$ cat src/hw/rtl/rbs_pkg.sv
// shared constants and types for the ray / box slab test
package rbs_pkg;

  localparam int unsigned COORD_W = 32;
  localparam int unsigned FRAC_W = 16;
  localparam int unsigned AXES = 3;

  // dividend magnitude: 33-bit difference shifted by the fraction width
  localparam int unsigned NUM_W = COORD_W + 1 + FRAC_W;
  // quotient bits developed by the divider, one above the signed range
  localparam int unsigned QUO_W = COORD_W + 1;
  localparam int unsigned DIV_STEPS = 3;
  localparam int unsigned DIV_STAGES = QUO_W / DIV_STEPS;
  // divider stages plus the saturation register
  localparam int unsigned DIV_LAT = DIV_STAGES + 1;

  localparam int unsigned ADDR_W = 3;
  localparam logic [ADDR_W-1:0] REG_MAX_DISTANCE = 3'd0;
  localparam logic [COORD_W-1:0] MAX_DISTANCE_RESET = 32'h7fff_ffff;

  localparam logic signed [COORD_W-1:0] Q_MAX = 32'sh7fff_ffff;

  typedef logic signed [COORD_W-1:0] coord_t;

  // per-request flags that travel beside the dividers
  typedef struct packed {
    logic valid;
    logic miss;
    logic [AXES-1:0] zero;
  } side_t;

endpackage

$ cat src/hw/rtl/rbs_div.sv
// pipelined unsigned restoring divider with signed saturation to q16.16
module rbs_div (
  input  logic clk,
  input  logic en,
  input  logic [rbs_pkg::NUM_W-1:0] num_mag,
  input  logic [rbs_pkg::COORD_W-1:0] den_mag,
  input  logic neg,
  output rbs_pkg::coord_t quot
);

  localparam int unsigned QW = rbs_pkg::QUO_W;
  localparam int unsigned CW = rbs_pkg::COORD_W;
  localparam int unsigned NS = rbs_pkg::DIV_STAGES;
  localparam int unsigned HI_W = rbs_pkg::NUM_W - QW;

  logic [QW-1:0] rem_r [1:NS];
  logic [QW-1:0] nb_r [1:NS];
  logic [QW-1:0] quo_r [1:NS];
  logic [CW-1:0] den_r [1:NS];
  logic neg_r [1:NS];
  logic big_r [1:NS];

  logic [QW-1:0] mag;
  logic over;

  genvar s;
  generate
    for (s = 0; s < NS; s++) begin : g_stage
      logic [QW-1:0] rem_in, nb_in, quo_in;
      logic [CW-1:0] den_in;
      logic neg_in, big_in;
      logic [QW-1:0] rem_o, nb_o, quo_o;

      if (s == 0) begin : g_first
        assign rem_in = QW'(num_mag[rbs_pkg::NUM_W-1:QW]);
        assign nb_in = num_mag[QW-1:0];
        assign quo_in = '0;
        assign den_in = den_mag;
        assign neg_in = neg;
        // quotient would need more than the developed bits
        assign big_in = {{(CW-HI_W){1'b0}}, num_mag[rbs_pkg::NUM_W-1:QW]} >= den_mag;
      end else begin : g_rest
        assign rem_in = rem_r[s];
        assign nb_in = nb_r[s];
        assign quo_in = quo_r[s];
        assign den_in = den_r[s];
        assign neg_in = neg_r[s];
        assign big_in = big_r[s];
      end

      always_comb begin
        logic [QW-1:0] r;
        logic ge;
        rem_o = rem_in;
        nb_o = nb_in;
        quo_o = quo_in;
        for (int k = 0; k < rbs_pkg::DIV_STEPS; k++) begin
          r = {rem_o[QW-2:0], nb_o[QW-1]};
          ge = r >= {1'b0, den_in};
          rem_o = ge ? r - {1'b0, den_in} : r;
          nb_o = {nb_o[QW-2:0], 1'b0};
          quo_o = {quo_o[QW-2:0], ge};
        end
      end

      always_ff @(posedge clk) begin
        if (en) begin
          rem_r[s+1] <= rem_o;
          nb_r[s+1] <= nb_o;
          quo_r[s+1] <= quo_o;
          den_r[s+1] <= den_in;
          neg_r[s+1] <= neg_in;
          big_r[s+1] <= big_in;
        end
      end
    end
  endgenerate

  assign mag = quo_r[NS];

  always_comb begin
    if (neg_r[NS]) begin
      over = big_r[NS] || mag[QW-1] || (mag[QW-2] && (|mag[QW-3:0]));
    end else begin
      over = big_r[NS] || mag[QW-1] || mag[QW-2];
    end
  end

  always_ff @(posedge clk) begin
    if (en) begin
      if (over) begin
        quot <= neg_r[NS] ? ~rbs_pkg::Q_MAX : rbs_pkg::Q_MAX;
      end else if (neg_r[NS]) begin
        quot <= -$signed(mag[CW-1:0]);
      end else begin
        quot <= $signed(mag[CW-1:0]);
      end
    end
  end

endmodule

$ cat config.mk
export PLATFORM = sky130hd
export DESIGN_NAME = rbs_div
export DESIGN_NICKNAME = d
export VERILOG_FILES = /design/src/hw/rtl/rbs_pkg.sv /design/src/hw/rtl/rbs_div.sv
export SDC_FILE = /design/constraint.sdc
export NUM_CORES = 2
export LEC_CHECK = 0
export ABC_CLOCK_PERIOD_IN_PS = 9030
export BUFFER_PORTS_ARGS = -buffer_cell sky130_fd_sc_hd__buf_2
export CAP_MARGIN = 10
export CORE_UTILIZATION = 30
export CTS_CLUSTER_DIAMETER = 40
export CTS_CLUSTER_SIZE = 16
export DETAILED_ROUTE_END_ITERATION = 10
export PLACE_DENSITY = 0.53
export SLEW_MARGIN = 20
export SYNTH_ARGS = -nofsm -noshare
export SYNTH_HDL_FRONTEND = slang
export SYNTH_SLANG_ARGS = --single-unit
$ cat constraint.sdc
create_clock -name clk -period 9.03 [get_ports clk]
set_input_delay 0.903 -clock clk [delete_from_list [all_inputs] [get_ports clk]]
set_output_delay 0.903 -clock clk [all_outputs]
set_load 0.01 [all_outputs]
==> summary.txt <==
Seq/Total Area, Yosys = 0.333
CTS Buf Count = 218
Vias in the first global route = 80900
Final worst slack = 0.0307 ns
Worst slew margin = 0.295
Vias after detailed routing = 84700
Final Hold Viols = 0
Global placement routability congestion = 0.926
Syn avg cell area = 9.33 sq um
Layout area overhead = 32.6%
Pre-CTS setup slack = -0.326 ns
Post-synth top area share = 0.333
CP Class = flip-flop to flip-flop
Kind of cell adding the most delay to the critical path = compound AO/OA/AOI/OAI gates
Yosys reg bits = 1057
Htree depth = 4
Cells after Synth = 10200
Final period utilization = 0.997
Starting Density = 0.302
RR Startpoint = den_r[1][34]$_DFFE_PP_
Nets@finish = 13600
Final Critical Period = 9.00 ns
Largest net degree at the start of global routing = 153
Clock Skews = 0.0934 ns
Port-buffer cells = 115
Worst slew pin tran = 1.06 ns
Die span in y = 565 um
Library cells used by synthesis = 100
DRC = 0
Slew Limit Fails = 0
Total grt overflow = 0
Fmax = 0.111 GHz
Initial antenna violation count = 17
Hold_buf cts = 0
Critical-path top delay cell = edfxtp_1
I/O Pins = 116
Worst path bufs/invs = 8
Share of cells above drive strength 1 = 0.273
Synth Warn # = 0
CP required = 9.67 ns
Gr usage total = 0.189
DRT iter0 DRCs = 5951
Critical path's largest stage delay = 0.42 ns
Final setup viols = 0
Synth Net Count = 11400
Final std cells w/o fill = 16800
Fraction of registers with async set/reset = 0
Clk slew on worst S/H paths = 0.05 ns
Full die area = 320000 sq um
CTS sink cnt = 1057
Post-layout util = 0.401
Synth Cell Area = 95200 sq um
Yosys top cell by area = edfxtp_1
Top cells by area, synth = edfxtp_1 (33%), ha_1 (14%), a21oi_1 (5.3%), xnor2_1 (4.9%), mux2_2 (4.4%)
Most common cell on crit path = buf_12
DP HPWL = 257 mm
DR WL/cell = 19.0 um
CP arrival = 9.64 ns
Run status = completed
Final Cell Area = 126000 sq um
Critical path endpoint category = flip-flop
Main synth FF type = edfxtp_1
CP startpoint = den_r[1][34]$_DFFE_PP_
Skew-Pair Late Insertion Delay = 0.90 ns
CP max FO = 8
EDFF count, synth = 1057
Clock Path Buffers = 4
Worst hold start = num_mag[25]
Post-Route WL = 318 mm
Routed Antenna Nets = 0
Clock root cell = clkbuf_16
Cell row count = 206
Die W = 565 um
First-pass DRT Iterations = 5
CTS tree = done
Maxcap violations = 0
Unrepaired setup endpoints after global routing = true
Core Box Area = 315000 sq um
Global-route wire length before repair = 472 mm
Routed vias/inst = 5.06
Hold Path Class = input pin to flip-flop
Worst Setup Start Kind = flip-flop
Cells after DPL = 16200
DP Area = 115000 sq um
==> routing by layer <==
layer  global-route usage  vias up  share of wire
met5                    0        -        0.00011
met4               0.0590        6          0.031
met1                0.250    39900           0.45
li1                     -    42600              -
met2                0.321     1775           0.47
met3               0.0216      431          0.044
==> synthesized netlist by cell type (23+ instances only) <==
cell,instances
or3_1,54
o211ai_1,51
nand2_1,669
o31a_1,24
nand2b_1,127
nor4_1,40
xnor2_1,533
o221ai_1,59
buf_2,40
a21boi_0,34
a31oi_1,100
o31ai_1,62
o22ai_1,34
o21bai_1,143
fa_1,32
a21o_1,508
nor2_1,626
nor3_1,165
and3_1,100
or2_2,44
nor3b_1,31
a2bb2oi_1,23
and2_1,45
o21a_1,139
edfxtp_1,1057
a211oi_1,80
a211o_1,33
nor2b_1,144
mux2_2,371
nand3_1,198
o21ai_0,635
mux2i_1,143
a21oi_1,1017
clkbuf_1,155
nand4_1,161
ha_1,1058
xor2_1,308
a31o_2,31
inv_1,748
==> worst reg2reg max path: cells and delay by family (launching register included) <==
| kind | cells | cell delay [ns] |
|---|---|---|
| adder cells (fa/ha/maj) | 3 | 0.69 |
| AO/OA/AOI/OAI | 25 | 5.08 |
| flip-flops | 1 | 0.42 |
| AND/OR/NAND/NOR | 5 | 0.73 |
| multiplexers | 2 | 0.65 |
| buffers and inverters | 8 | 1.20 |
==> path summary, 6_finish.rpt <==
kind,end,slack (ns),cells after the start
worst max-delay path,rem_r[4][18]$_DFFE_PP_,0.03,43
worst min-delay path,nb_r[1][25]$_DFFE_PP_,0.16,1
worst max register to register,rem_r[4][18]$_DFFE_PP_,0.03,43
worst min register to register,quo_r[11][32]$_DFFE_PP_,0.37,0
==> kinds of logic (layout without fill, tap and decap cells) <==
| kind of cell | after synthesis | in the layout | synth area share |
|---|---|---|---|
| AOI/OAI and AO/OA | 3209 | 3211 | 0.215 |
| xor gates and xnor gates | 841 | 841 | 0.0774 |
| adders and majority gates | 1090 | 1090 | 0.146 |
| buffers and inverters | 982 | 3368 | 0.0400 |
| DFF | 1057 | 1057 | 0.333 |
| muxes | 537 | 537 | 0.0620 |
| other | 0 | 4 | 0 |
| and+or+nand+nor | 2487 | 2487 | 0.127 |
==> state kept, by name, indices dropped and copies added (netlist names) <==
| register | count |
|---|---|
| den_r | 320 |
| quot | 32 |
| big_r | 11 |
| nb_r | 165 |
| neg_r | 11 |
| quo_r | 198 |
| rem_r | 320 |
==> through the flow <==
step	setup TNS (ns)	hold WS (ns)
final	0	0.158
after global routing	-7.63	0.102
after CTS	0	0.0738
after detailed placement	-22.44	0.405
after global placement	-15.84	0.400
after floorplan	0	0.400
==> cell usage in the layout, fill, tap and decap left out, drive strengths merged, types with 53 or more instances in the layout <==
cell	count
a211oi	83
a21o	508
a21oi	1020
a31oi	101
and3	100
buf	2193
clkbuf	234
clkinv	84
edfxtp	1057
ha	1058
inv	809
mux2	394
mux2i	143
nand2	669
nand2b	127
nand3	198
nand4	161
nor2	630
nor2b	144
nor3	167
o211ai	53
o21a	139
o21ai	646
o21bai	143
o221ai	59
o31ai	62
or3	54
xnor2	533
xor2	308
==> final cells by class <==
cell class,count,area [sq um]
fill,31400,189000
antenna,4,10.0
timing repair inverter,1,5.00
sequential,1057,31700
tap,4160,5200
multi-input combinational,8166,61800
inverter,759,2860
timing repair buffer,2201,17000
clock buffer,227,5510
clock inverter,180,2110
==> what timing repair did <==
| item | 4_1_cts | 5_1_grt |
|---|---|---|
| gates resized for setup | 54 | 489 |
| pin swaps | 9 | 142 |
| gates cloned | 1 | 12 |
| buffers inserted | 2 | 111 |
| hold endpoints to repair | 0 | 0 |
| endpoints found under the setup margin | 162 | 298 |
Power is not shown: default switching activity piles up to over one toggle a cycle in this logic, so the estimate is an artifact.
